<file path="src/design/mlpq_pkg.sv">
// mlpq_pkg: payload structs, command codes and level constants for the
// multilevel priority task queue. No dependencies.
package mlpq_pkg;

    // Field widths fixed by the transaction format
    localparam int FUNC_W  = 4;
    localparam int ID_W    = 16;
    localparam int LEVEL_W = 2;
    localparam int COUNT_W = 6;

    // Priority levels
    localparam int LEVELS  = 4;
    localparam int NUM_LVL = 2 ** LEVEL_W;
    localparam logic [LEVEL_W-1:0] LVL_TOP =
        LEVEL_W'((LEVELS > NUM_LVL) ? NUM_LVL - 1 : LEVELS - 1);

    // Default depth of the slot store
    localparam int CAPACITY = 32;

    // Command codes
    localparam logic [FUNC_W-1:0] FN_ENQ    = 4'd0;
    localparam logic [FUNC_W-1:0] FN_DEQ    = 4'd1;
    localparam logic [FUNC_W-1:0] FN_PEEK   = 4'd2;
    localparam logic [FUNC_W-1:0] FN_UPDATE = 4'd3;
    localparam logic [FUNC_W-1:0] FN_REMOVE = 4'd4;
    localparam logic [FUNC_W-1:0] FN_PROMO  = 4'd5;
    localparam logic [FUNC_W-1:0] FN_DEMO   = 4'd6;
    localparam logic [FUNC_W-1:0] FN_CLEAR  = 4'd7;
    localparam logic [FUNC_W-1:0] FN_LOOKUP = 4'd8;

    typedef struct packed {
        logic [FUNC_W-1:0]  func;
        logic [ID_W-1:0]    task_id;
        logic [ID_W-1:0]    session_id;
        logic [LEVEL_W-1:0] level;
    } cmd_t;

    typedef struct packed {
        logic               entry_valid;
        logic [ID_W-1:0]    out_task_id;
        logic [ID_W-1:0]    out_session_id;
        logic [LEVEL_W-1:0] out_level;
        logic               overflow;
        logic [COUNT_W-1:0] total_count;
        logic [COUNT_W-1:0] level_count;
    } rsp_t;

    // Identity half of a slot
    typedef struct packed {
        logic [ID_W-1:0] task_id;
        logic [ID_W-1:0] session_id;
    } slot_id_t;

endpackage

</file>
<file path="src/design/multilevel_priority_task_queue.sv">
// multilevel_priority_task_queue: slot store with per-level FIFO ranks.
// Depends on mlpq_pkg.
//
// Commands are handled one at a time. Task ids, sessions, levels and FIFO
// ranks live in two single-port-read memories; valid bits and per-level
// counts are flops. Each command runs as a series of passes, a pass being
// a sweep over all CAPACITY slots that reads one slot per cycle and writes
// it back updated the next cycle, with a planning state before each pass
// and a done state that posts the result. Lookup and peek take one pass,
// enqueue, dequeue, update and remove up to two. Promote and demote take
// one pass per moved task plus one per level searched. Clear, unused codes
// and dequeue or peek on an empty queue run no pass. The next command is
// accepted while a result waits in the output register. No clearing pass
// after reset.
module multilevel_priority_task_queue #(
    parameter int CAPACITY = mlpq_pkg::CAPACITY
) (
    input  logic            aclk,
    input  logic            aresetn,
    input  logic            s_valid,
    output logic            s_ready,
    input  mlpq_pkg::cmd_t  s_data,
    output logic            m_valid,
    input  logic            m_ready,
    output mlpq_pkg::rsp_t  m_data
);

    localparam int RANK_W = (CAPACITY > 1) ? $clog2(CAPACITY) : 1;
    localparam int IDX_W  = RANK_W;
    localparam int CNT_W  = $clog2(CAPACITY + 1);
    localparam int LV_W   = mlpq_pkg::LEVEL_W;
    localparam int LR_W   = LV_W + RANK_W;
    localparam logic [IDX_W-1:0] LAST_IDX = IDX_W'(CAPACITY - 1);

    typedef enum logic [3:0] {
        ST_IDLE = 4'b0001,
        ST_PLAN = 4'b0010,
        ST_SCAN = 4'b0100,
        ST_DONE = 4'b1000
    } state_t;

    typedef enum logic [1:0] {
        SR_NONE,
        SR_TASK,
        SR_HEAD,
        SR_SES
    } srch_t;

    // Slot memories
    mlpq_pkg::slot_id_t mem_id [CAPACITY];
    logic [LR_W-1:0]    mem_lr [CAPACITY];

    state_t state_reg, state_next;
    mlpq_pkg::cmd_t cmd_reg, cmd_next;
    logic [LV_W-1:0] lvl_reg, lvl_next;
    logic [1:0] phase_reg, phase_next;
    logic [LV_W-1:0] cur_l_reg, cur_l_next;
    logic last_srch_reg, last_srch_next;

    // Pass parameters
    logic dec_en_reg, dec_en_next;
    logic [LV_W-1:0] dec_lvl_reg, dec_lvl_next;
    logic [RANK_W-1:0] dec_rank_reg, dec_rank_next;
    logic mov_en_reg, mov_en_next;
    logic [IDX_W-1:0] mov_slot_reg, mov_slot_next;
    logic mov_set_reg, mov_set_next;
    logic [LV_W-1:0] mov_lvl_reg, mov_lvl_next;
    logic [RANK_W-1:0] mov_rank_reg, mov_rank_next;
    logic mov_wrid_reg, mov_wrid_next;
    srch_t srch_reg, srch_next;
    logic [LV_W-1:0] srch_lvl_reg, srch_lvl_next;

    // Sweep pipeline
    logic rd_act_reg, rd_act_next;
    logic [IDX_W-1:0] rd_idx_reg, rd_idx_next;
    logic p_val_reg;
    logic [IDX_W-1:0] p_idx_reg;
    mlpq_pkg::slot_id_t id_rd;
    logic [LR_W-1:0] lr_rd;

    // Search results
    logic fnd_reg, fnd_next;
    logic [IDX_W-1:0] fnd_idx_reg, fnd_idx_next;
    logic [LV_W-1:0] fnd_lvl_reg, fnd_lvl_next;
    logic [RANK_W-1:0] fnd_rank_reg, fnd_rank_next;
    logic [mlpq_pkg::ID_W-1:0] fnd_task_reg, fnd_task_next;
    logic [mlpq_pkg::ID_W-1:0] fnd_ses_reg, fnd_ses_next;
    logic free_fnd_reg, free_fnd_next;
    logic [IDX_W-1:0] free_idx_reg, free_idx_next;

    // Occupancy
    logic [CAPACITY-1:0] valid_reg, valid_next;
    logic [CNT_W-1:0] cnt_reg [mlpq_pkg::NUM_LVL];
    logic [CNT_W-1:0] cnt_next [mlpq_pkg::NUM_LVL];
    logic [CNT_W-1:0] total_reg, total_next;
    logic ovf_reg, ovf_next;

    logic m_valid_reg, m_valid_next;
    mlpq_pkg::rsp_t m_data_reg, m_data_next;

    // Slot processing outputs
    logic wr_lr;
    logic [LR_W-1:0] lr_wdata;
    logic wr_id;
    mlpq_pkg::slot_id_t id_wdata;

    assign s_ready = (state_reg == ST_IDLE);
    assign m_valid = m_valid_reg;
    assign m_data  = m_data_reg;

    // Memory read and write-back
    always_ff @(posedge aclk) begin
        if (rd_act_reg) begin
            id_rd <= mem_id[rd_idx_reg];
            lr_rd <= mem_lr[rd_idx_reg];
        end
        if (wr_lr) begin
            mem_lr[p_idx_reg] <= lr_wdata;
        end
        if (wr_id) begin
            mem_id[p_idx_reg] <= id_wdata;
        end
    end

    // Control and sweep processing
    always_comb begin
        logic best_ok;
        logic [LV_W-1:0] best_lvl;
        logic launch;
        logic finish;
        logic ln_dec_en;
        logic [LV_W-1:0] ln_dec_lvl;
        logic [RANK_W-1:0] ln_dec_rank;
        logic ln_mov_en;
        logic [IDX_W-1:0] ln_mov_slot;
        logic ln_mov_set;
        logic [LV_W-1:0] ln_mov_lvl;
        logic ln_mov_wrid;
        srch_t ln_srch;
        logic [LV_W-1:0] ln_srch_lvl;
        logic elig;
        logic is_mov;
        logic cur_v;
        logic [LV_W-1:0] cur_lvl;
        logic [RANK_W-1:0] cur_rank;
        logic new_v;
        logic [LV_W-1:0] new_lvl;
        logic [RANK_W-1:0] new_rank;
        mlpq_pkg::slot_id_t new_id;
        logic hit;
        logic ret;

        state_next     = state_reg;
        cmd_next       = cmd_reg;
        lvl_next       = lvl_reg;
        phase_next     = phase_reg;
        cur_l_next     = cur_l_reg;
        last_srch_next = last_srch_reg;
        dec_en_next    = dec_en_reg;
        dec_lvl_next   = dec_lvl_reg;
        dec_rank_next  = dec_rank_reg;
        mov_en_next    = mov_en_reg;
        mov_slot_next  = mov_slot_reg;
        mov_set_next   = mov_set_reg;
        mov_lvl_next   = mov_lvl_reg;
        mov_rank_next  = mov_rank_reg;
        mov_wrid_next  = mov_wrid_reg;
        srch_next      = srch_reg;
        srch_lvl_next  = srch_lvl_reg;
        rd_act_next    = rd_act_reg;
        rd_idx_next    = rd_idx_reg;
        fnd_next       = fnd_reg;
        fnd_idx_next   = fnd_idx_reg;
        fnd_lvl_next   = fnd_lvl_reg;
        fnd_rank_next  = fnd_rank_reg;
        fnd_task_next  = fnd_task_reg;
        fnd_ses_next   = fnd_ses_reg;
        free_fnd_next  = free_fnd_reg;
        free_idx_next  = free_idx_reg;
        valid_next     = valid_reg;
        cnt_next       = cnt_reg;
        total_next     = total_reg;
        ovf_next       = ovf_reg;
        m_valid_next   = m_valid_reg;
        m_data_next    = m_data_reg;

        launch      = 1'b0;
        finish      = 1'b0;
        ret         = 1'b0;
        ln_dec_en   = 1'b0;
        ln_dec_lvl  = fnd_lvl_reg;
        ln_dec_rank = fnd_rank_reg;
        ln_mov_en   = 1'b0;
        ln_mov_slot = fnd_idx_reg;
        ln_mov_set  = 1'b0;
        ln_mov_lvl  = lvl_reg;
        ln_mov_wrid = 1'b0;
        ln_srch     = SR_NONE;
        ln_srch_lvl = lvl_reg;

        // Best non-empty level
        best_ok  = 1'b0;
        best_lvl = '0;
        for (int i = mlpq_pkg::NUM_LVL - 1; i >= 0; i--) begin
            if (LV_W'(i) <= mlpq_pkg::LVL_TOP && cnt_reg[i] != '0) begin
                best_ok  = 1'b1;
                best_lvl = LV_W'(i);
            end
        end

        elig = (cmd_reg.func == mlpq_pkg::FN_PROMO) ? (cur_l_reg > lvl_reg)
                                                    : (cur_l_reg < lvl_reg);

        // Result register drains
        if (m_valid_reg && m_ready) begin
            m_valid_next = 1'b0;
        end

        // Per-slot update during a sweep
        cur_v    = valid_reg[p_idx_reg];
        cur_lvl  = lr_rd[LR_W-1 -: LV_W];
        cur_rank = lr_rd[RANK_W-1:0];
        is_mov   = mov_en_reg && (p_idx_reg == mov_slot_reg);
        new_v    = cur_v;
        new_lvl  = cur_lvl;
        new_rank = cur_rank;
        new_id   = id_rd;
        if (dec_en_reg && cur_v && cur_lvl == dec_lvl_reg && cur_rank > dec_rank_reg) begin
            new_rank = cur_rank - RANK_W'(1);
        end
        if (is_mov) begin
            new_v    = mov_set_reg;
            new_lvl  = mov_lvl_reg;
            new_rank = mov_rank_reg;
            if (mov_wrid_reg) begin
                new_id.task_id    = cmd_reg.task_id;
                new_id.session_id = cmd_reg.session_id;
            end
        end
        wr_lr    = p_val_reg;
        lr_wdata = {new_lvl, new_rank};
        wr_id    = p_val_reg && is_mov && mov_wrid_reg;
        id_wdata = new_id;

        case (srch_reg)
            SR_TASK: hit = new_v && new_id.task_id == cmd_reg.task_id;
            SR_HEAD: hit = new_v && new_lvl == srch_lvl_reg && new_rank == '0;
            SR_SES:  hit = new_v && new_lvl == srch_lvl_reg
                           && new_id.session_id == cmd_reg.session_id
                           && (!fnd_reg || new_rank < fnd_rank_reg);
            default: hit = 1'b0;
        endcase

        if (p_val_reg) begin
            valid_next[p_idx_reg] = new_v;
            if (hit) begin
                fnd_next      = 1'b1;
                fnd_idx_next  = p_idx_reg;
                fnd_lvl_next  = new_lvl;
                fnd_rank_next = new_rank;
                fnd_task_next = new_id.task_id;
                fnd_ses_next  = new_id.session_id;
            end
            if (!cur_v && !free_fnd_reg) begin
                free_fnd_next = 1'b1;
                free_idx_next = p_idx_reg;
            end
        end

        // Read address sequencing
        if (rd_act_reg) begin
            if (rd_idx_reg == LAST_IDX) begin
                rd_act_next = 1'b0;
            end else begin
                rd_idx_next = rd_idx_reg + IDX_W'(1);
            end
        end

        case (state_reg)
            ST_IDLE: begin
                if (s_valid) begin
                    cmd_next       = s_data;
                    lvl_next       = (s_data.level > mlpq_pkg::LVL_TOP) ? mlpq_pkg::LVL_TOP
                                                                        : s_data.level;
                    phase_next     = '0;
                    cur_l_next     = '0;
                    last_srch_next = 1'b0;
                    fnd_next       = 1'b0;
                    ovf_next       = 1'b0;
                    state_next     = ST_PLAN;
                end
            end
            ST_PLAN: begin
                last_srch_next = 1'b0;
                case (cmd_reg.func)
                    mlpq_pkg::FN_ENQ: begin
                        if (phase_reg == 2'd0) begin
                            launch  = 1'b1;
                            ln_srch = SR_TASK;
                        end else if (phase_reg == 2'd1) begin
                            if (fnd_reg) begin
                                launch      = 1'b1;
                                ln_dec_en   = 1'b1;
                                ln_mov_en   = 1'b1;
                                ln_mov_set  = 1'b1;
                                ln_mov_wrid = 1'b1;
                            end else if (free_fnd_reg) begin
                                launch      = 1'b1;
                                ln_mov_en   = 1'b1;
                                ln_mov_slot = free_idx_reg;
                                ln_mov_set  = 1'b1;
                                ln_mov_wrid = 1'b1;
                            end else begin
                                ovf_next = 1'b1;
                                finish   = 1'b1;
                            end
                        end else begin
                            finish = 1'b1;
                        end
                    end
                    mlpq_pkg::FN_DEQ, mlpq_pkg::FN_PEEK: begin
                        if (phase_reg == 2'd0 && best_ok) begin
                            launch      = 1'b1;
                            ln_srch     = SR_HEAD;
                            ln_srch_lvl = best_lvl;
                        end else if (phase_reg == 2'd1 && fnd_reg
                                     && cmd_reg.func == mlpq_pkg::FN_DEQ) begin
                            launch    = 1'b1;
                            ln_dec_en = 1'b1;
                            ln_mov_en = 1'b1;
                        end else begin
                            finish = 1'b1;
                        end
                    end
                    mlpq_pkg::FN_UPDATE: begin
                        if (phase_reg == 2'd0) begin
                            launch  = 1'b1;
                            ln_srch = SR_TASK;
                        end else if (phase_reg == 2'd1 && fnd_reg && fnd_lvl_reg != lvl_reg) begin
                            launch     = 1'b1;
                            ln_dec_en  = 1'b1;
                            ln_mov_en  = 1'b1;
                            ln_mov_set = 1'b1;
                        end else begin
                            finish = 1'b1;
                        end
                    end
                    mlpq_pkg::FN_REMOVE: begin
                        if (phase_reg == 2'd0) begin
                            launch  = 1'b1;
                            ln_srch = SR_TASK;
                        end else if (phase_reg == 2'd1 && fnd_reg) begin
                            launch    = 1'b1;
                            ln_dec_en = 1'b1;
                            ln_mov_en = 1'b1;
                        end else begin
                            finish = 1'b1;
                        end
                    end
                    mlpq_pkg::FN_LOOKUP: begin
                        if (phase_reg == 2'd0) begin
                            launch  = 1'b1;
                            ln_srch = SR_TASK;
                        end else begin
                            finish = 1'b1;
                        end
                    end
                    mlpq_pkg::FN_PROMO, mlpq_pkg::FN_DEMO: begin
                        // Move the found task and look for the next one at the same level
                        if (fnd_reg) begin
                            launch      = 1'b1;
                            ln_dec_en   = 1'b1;
                            ln_mov_en   = 1'b1;
                            ln_mov_set  = 1'b1;
                            ln_srch     = SR_SES;
                            ln_srch_lvl = cur_l_reg;
                        end else if (elig && !last_srch_reg) begin
                            launch      = 1'b1;
                            ln_srch     = SR_SES;
                            ln_srch_lvl = cur_l_reg;
                        end else if (cur_l_reg == mlpq_pkg::LVL_TOP) begin
                            finish = 1'b1;
                        end else begin
                            cur_l_next = cur_l_reg + LV_W'(1);
                        end
                    end
                    mlpq_pkg::FN_CLEAR: begin
                        valid_next = '0;
                        for (int i = 0; i < mlpq_pkg::NUM_LVL; i++) begin
                            cnt_next[i] = '0;
                        end
                        total_next = '0;
                        finish     = 1'b1;
                    end
                    default: begin
                        finish = 1'b1;
                    end
                endcase
            end
            ST_SCAN: begin
                if (p_val_reg && p_idx_reg == LAST_IDX) begin
                    state_next = ST_PLAN;
                end
            end
            ST_DONE: begin
                if (!m_valid_reg || m_ready) begin
                    ret = fnd_reg && (cmd_reg.func == mlpq_pkg::FN_DEQ
                                      || cmd_reg.func == mlpq_pkg::FN_PEEK
                                      || cmd_reg.func == mlpq_pkg::FN_LOOKUP);
                    m_data_next.entry_valid    = ret;
                    m_data_next.out_task_id    = ret ? fnd_task_reg : '0;
                    m_data_next.out_session_id = ret ? fnd_ses_reg : '0;
                    m_data_next.out_level      = ret ? fnd_lvl_reg : '0;
                    m_data_next.overflow       = ovf_reg;
                    m_data_next.total_count    = mlpq_pkg::COUNT_W'(total_reg);
                    m_data_next.level_count    = mlpq_pkg::COUNT_W'(cnt_reg[lvl_reg]);
                    m_valid_next               = 1'b1;
                    state_next                 = ST_IDLE;
                end
            end
            default: begin
                state_next = ST_IDLE;
            end
        endcase

        // Start a sweep: latch its parameters and book the count changes
        if (launch) begin
            state_next     = ST_SCAN;
            phase_next     = phase_reg + 2'd1;
            rd_act_next    = 1'b1;
            rd_idx_next    = '0;
            last_srch_next = (ln_srch != SR_NONE);
            dec_en_next    = ln_dec_en;
            dec_lvl_next   = ln_dec_lvl;
            dec_rank_next  = ln_dec_rank;
            mov_en_next    = ln_mov_en;
            mov_slot_next  = ln_mov_slot;
            mov_set_next   = ln_mov_set;
            mov_lvl_next   = ln_mov_lvl;
            mov_wrid_next  = ln_mov_wrid;
            mov_rank_next  = RANK_W'(cnt_reg[ln_mov_lvl]
                             - ((ln_dec_en && ln_dec_lvl == ln_mov_lvl) ? CNT_W'(1) : CNT_W'(0)));
            srch_next      = ln_srch;
            srch_lvl_next  = ln_srch_lvl;
            if (ln_srch != SR_NONE) begin
                fnd_next      = 1'b0;
                free_fnd_next = 1'b0;
            end
            for (int i = 0; i < mlpq_pkg::NUM_LVL; i++) begin
                if (ln_dec_en && ln_dec_lvl == LV_W'(i)) begin
                    cnt_next[i] = cnt_next[i] - CNT_W'(1);
                end
                if (ln_mov_set && ln_mov_lvl == LV_W'(i)) begin
                    cnt_next[i] = cnt_next[i] + CNT_W'(1);
                end
            end
            if (ln_dec_en && !ln_mov_set) begin
                total_next = total_reg - CNT_W'(1);
            end else if (!ln_dec_en && ln_mov_set) begin
                total_next = total_reg + CNT_W'(1);
            end
        end

        if (finish) begin
            state_next = ST_DONE;
        end
    end

    // Control registers
    always_ff @(posedge aclk) begin
        if (!aresetn) begin
            state_reg     <= ST_IDLE;
            rd_act_reg    <= 1'b0;
            p_val_reg     <= 1'b0;
            valid_reg     <= '0;
            total_reg     <= '0;
            m_valid_reg   <= 1'b0;
            fnd_reg       <= 1'b0;
            free_fnd_reg  <= 1'b0;
            last_srch_reg <= 1'b0;
            for (int i = 0; i < mlpq_pkg::NUM_LVL; i++) begin
                cnt_reg[i] <= '0;
            end
        end else begin
            state_reg     <= state_next;
            rd_act_reg    <= rd_act_next;
            p_val_reg     <= rd_act_reg;
            valid_reg     <= valid_next;
            total_reg     <= total_next;
            m_valid_reg   <= m_valid_next;
            fnd_reg       <= fnd_next;
            free_fnd_reg  <= free_fnd_next;
            last_srch_reg <= last_srch_next;
            cnt_reg       <= cnt_next;
        end
    end

    // Payload and pass-parameter registers
    always_ff @(posedge aclk) begin
        cmd_reg       <= cmd_next;
        lvl_reg       <= lvl_next;
        phase_reg     <= phase_next;
        cur_l_reg     <= cur_l_next;
        dec_en_reg    <= dec_en_next;
        dec_lvl_reg   <= dec_lvl_next;
        dec_rank_reg  <= dec_rank_next;
        mov_en_reg    <= mov_en_next;
        mov_slot_reg  <= mov_slot_next;
        mov_set_reg   <= mov_set_next;
        mov_lvl_reg   <= mov_lvl_next;
        mov_rank_reg  <= mov_rank_next;
        mov_wrid_reg  <= mov_wrid_next;
        srch_reg      <= srch_next;
        srch_lvl_reg  <= srch_lvl_next;
        rd_idx_reg    <= rd_idx_next;
        p_idx_reg     <= rd_idx_reg;
        fnd_idx_reg   <= fnd_idx_next;
        fnd_lvl_reg   <= fnd_lvl_next;
        fnd_rank_reg  <= fnd_rank_next;
        fnd_task_reg  <= fnd_task_next;
        fnd_ses_reg   <= fnd_ses_next;
        free_idx_reg  <= free_idx_next;
        ovf_reg       <= ovf_next;
        m_data_reg    <= m_data_next;
    end

    // Occupancy bookkeeping stays consistent
    a_total_bound: assert property (@(posedge aclk) disable iff (!aresetn)
        total_reg <= CNT_W'(CAPACITY))
        else $error("queued count exceeds capacity");

    a_valid_count: assert property (@(posedge aclk) disable iff (!aresetn)
        (state_reg == ST_IDLE || state_reg == ST_DONE)
        |-> ($countones(valid_reg) == int'(total_reg)))
        else $error("valid bits disagree with queued count");

    a_level_sum: assert property (@(posedge aclk) disable iff (!aresetn)
        (CNT_W + 2)'(cnt_reg[0]) + (CNT_W + 2)'(cnt_reg[1]) + (CNT_W + 2)'(cnt_reg[2])
        + (CNT_W + 2)'(cnt_reg[3]) == (CNT_W + 2)'(total_reg))
        else $error("level counts disagree with queued count");

endmodule

</file>
<file path="config.mk">
export PLATFORM = sky130hd
export DESIGN_NAME = multilevel_priority_task_queue
export DESIGN_NICKNAME = d
export VERILOG_FILES = /design/src/design/mlpq_pkg.sv /design/src/design/multilevel_priority_task_queue.sv
export SDC_FILE = /design/constraint.sdc
export NUM_CORES = 2
export LEC_CHECK = 0
export ABC_AREA = 0
export BUFFER_PORTS_ARGS = -buffer_cell sky130_fd_sc_hd__buf_2
export CORE_UTILIZATION = 63
export DETAILED_ROUTE_END_ITERATION = 6
export HOLD_SLACK_MARGIN = 0.1
export PLACE_DENSITY = 0.87
export SETUP_SLACK_MARGIN = 0.1
export SKIP_CTS_REPAIR_TIMING = 1
export SYNTH_ARGS = -nofsm -noshare
export SYNTH_HDL_FRONTEND = slang
export SYNTH_SLANG_ARGS = --single-unit
</file>
<file path="constraint.sdc">
create_clock -name aclk -period 9.2 [get_ports aclk]
set_clock_uncertainty 0.15 [all_clocks]
set_input_delay 0.92 -clock aclk [delete_from_list [all_inputs] [get_ports aclk]]
set_output_delay 0.92 -clock aclk [all_outputs]
set_load 0.02 [all_outputs]
</file>
==> flow_metrics.py <==
metrics = {
    "power_and_ir_drop": {
        "leakagePower_uw": 0.0213,
        "powerDensity_nw_per_um2": 243,
        "ir_drop_v": 0.000166,
        "finalPower_uw": 16500,
    },
    "floorplan": {
        "start_util_pct": 63.9,
        "ios": 92,
        "die_w_microns": 313,
        "core-area_sq_um": 95400,
        "die_area_sq_um": 98100,
        "row_count": 113,
        "fp.dieH_microns": 313,
    },
    "place": {
        "dp_hpwl_microns": 83800,
        "io_buffers": 91,
        "gp_congestion": 0.864,
    },
    "timing": {
        "hold_viol": 0,
        "hold-worst-slack_ns": 0.164,
        "setup_viol": 0,
        "setup-tns-final_ns": 0,
        "worst_pin_slew_ns": 1.45,
        "fmax_mhz": 131,
        "slew-limit-headroom_pct": 3.20,
        "rsz0062_at_grt": "no",
        "period_share_pct": 82.8,
        "finalCriticalPeriod_ns": 7.62,
        "slew_viol_final": 0,
    },
    "grt": {
        "overflow": 0,
        "gr-usage-met2_pct": 58.2,
        "met1_usage_pct": 44.4,
        "grt_busiest_layer": "met2",
        "grt_max_degree": 116,
        "grtUsageTotal_pct": 36.1,
        "grt_pass1_wl_microns": 246000,
        "grt_pass1_vias": 34194,
        "gr-usage-met3_pct": 8.93,
        "antenna_found_initial": 4,
    },
    "synthesis": {
        "ys.flop_type": "edfxtp_1",
        "ys_ff_latch": 1536,
        "syn_area_sq_um": 61000,
        "async_flop_share_pct": 0,
        "yosysSeqAreaShare_pct": 74.3,
        "postSynthCellCount": 2989,
        "syn-num-nets": 3060,
        "syn_avg_cell_area_sq_um": 20.4,
        "yosysWarnings": 0,
        "ys_types": 92,
        "synth_edf_count": 1454,
    },
    "worst_setup_path": {
        "path_common_cell": "o21ai_0",
        "path_delay_family": "compound AO/OA/AOI/OAI gates",
        "crit_path_start_kind": "flip-flop",
        "critPathArrivalTime_ns": 7.86,
        "cpPeakStageDelay_ns": 1.05,
        "path_cells": "mux4_2 > nor2b_1 > a311oi_2 > nand3_2 > o21ai_0 > nor2_1 > xnor2_1 > o21ai_2 > ha_1 > a21oi_1 > nor2b_1 > o21ai_0 > nand2b_1 > a221o_1 > o41ai_1 > o21ai_0 > a21oi_4 > buf_4",
        "critPathSlowestCell": "dfxtp_1",
        "r2r_start": "p_idx_reg[0]",
        "critPathBufInv": 1,
        "critPathMaxFanout": 39,
        "end_kind": "flip-flop",
        "required_ns": 9.44,
        "crit_start": "p_idx_reg[0]",
        "path_class": "reg2reg",
    },
    "clock_tree": {
        "clock-sinks": 1536,
        "cts_max_level": 4,
        "cts_tree": "yes",
        "cts_root_buf": "clkbuf_16",
        "clkLatencyLatePin_ns": 0.79,
        "cts_buffer_depth": 3,
        "path_clk_slew_ns": 0.07,
        "cts_inserted_buffers": 149,
    },
    "route": {
        "totalWireLength_microns": 174000,
        "drtAntennaViolNets": 0,
        "wl_per_cell_microns": 38.4,
        "viasPerCell": 7.44,
        "drt_first_pass_iters": 7,
        "drcViolationCount": 5,
        "drt_iter0_markers": 6038,
        "vias": 33642,
    },
    "final_layout": {
        "drive_gt1_share_pct": 28.4,
        "multiInputGateArea_sq_um": 15100,
        "largest_register_ff_count": 1024,
        "nNetsFinal": 3202,
        "regArea_sq_um": 45300,
        "final_cell_mix": "edfxtp_1 (1454), mux4_2 (400), clkbuf_16 (150)",
        "fill_cells": 4984,
        "mostFrequentLayoutCell": "edfxtp_1",
        "syn_to_final_growth_pct": 11.5,
        "fin_util_pct": 71.3,
    },
    "hold_path": {
        "min-delay-start": "s_data[15]",
        "hold_path.class": "in2reg",
    },
    "run_status": {
        "outcome": "finished with violations",
        "failed_checks": "DRC",
    },
    "job": {
        "drv_cap": 0,
    },
}
## cell type report
cell class / count / area share, %
well taps: 1265 / 2.33
flip-flops and latches: 1536 / 66.6
multi-input cells: 1243 / 22.2
clock inverters: 94 / 1.47
diodes: 2 / 0.00736
inverters: 46 / 0.254
clock buffers: 181 / 5.70
repair buffers: 155 / 1.39
## metrics by stage
step,setup WS [ns],instance area [sq um],instances
after floorplan,1.36,61000,2989
final,1.58,68000,4522
after global placement,2.37,63100,4245
after global routing,1.26,68000,4520
after detailed placement,2.00,63100,4245
after CTS,1.77,68000,4520
## Yosys cell counts (7+ instances only)
cell | count | share of area, %
ha_1 | 29 | 0.59
nand2b_1 | 20 | 0.21
and3_1 | 14 | 0.14
or3_1 | 15 | 0.15
o211ai_1 | 7 | 0.086
mux4_2 | 400 | 15
mux2_2 | 77 | 1.4
nor2_1 | 109 | 0.67
nand2_1 | 80 | 0.49
mux2i_1 | 42 | 0.69
nand3b_1 | 7 | 0.086
edfxtp_1 | 1454 | 72
nor2b_1 | 7 | 0.072
o21ai_0 | 46 | 0.38
clkbuf_1 | 112 | 0.69
a21o_1 | 7 | 0.086
and2_1 | 38 | 0.39
buf_1 | 35 | 0.22
a211oi_1 | 9 | 0.11
inv_1 | 44 | 0.27
nand4_1 | 18 | 0.18
buf_2 | 16 | 0.13
dfxtp_1 | 82 | 2.7
xnor2_1 | 50 | 0.72
a21oi_1 | 45 | 0.37
xor2_1 | 30 | 0.43
nor4_1 | 10 | 0.10
nand3_1 | 23 | 0.19
nor3_1 | 55 | 0.45
## routing by layer
| layer | part of all wire, % | up-vias |
|---|---|---|
| li1 | - | 12569 |
| met1 | 31 | 16831 |
| met2 | 48 | 3334 |
| met3 | 13 | 908 |
| met4 | 7.6 | 0 |
| met5 | 0 | - |
## power breakdown
group	leakage, uW	switching (uW)	internal, uW
sequential	0.0138	162	7740
combinational	0.00508	1200	1220
clock	0.00236	2790	3420
total	0.0213	4150	12400
## cell families (layout without fill, tap and decap cells)
| group | after synthesis | after routing | share of synthesized area (%) |
|---|---|---|---|
| AO/OA/AOI/OAI | 186 | 186 | 2.12 |
| XOR/XNOR | 80 | 80 | 1.15 |
| adder cells (fa/ha/maj) | 29 | 29 | 0.595 |
| buffers and inverters | 210 | 476 | 1.34 |
| flip-flops | 1536 | 1536 | 74.3 |
| multiplexers | 520 | 520 | 16.9 |
| other | 0 | 2 | 0 |
| AND/OR/NAND/NOR | 428 | 428 | 3.63 |
## path summary, 6_finish.rpt
check / to / slack, ns / cells after the start
worst min register to register: m_data[12] / 0.27 / 0
worst max-delay path: fnd_task_reg[8] / 1.58 / 18
worst max register to register: fnd_task_reg[8] / 1.58 / 18
worst min-delay path: cmd_reg[15] / 0.16 / 1
Power figures use the tool's default switching activity.
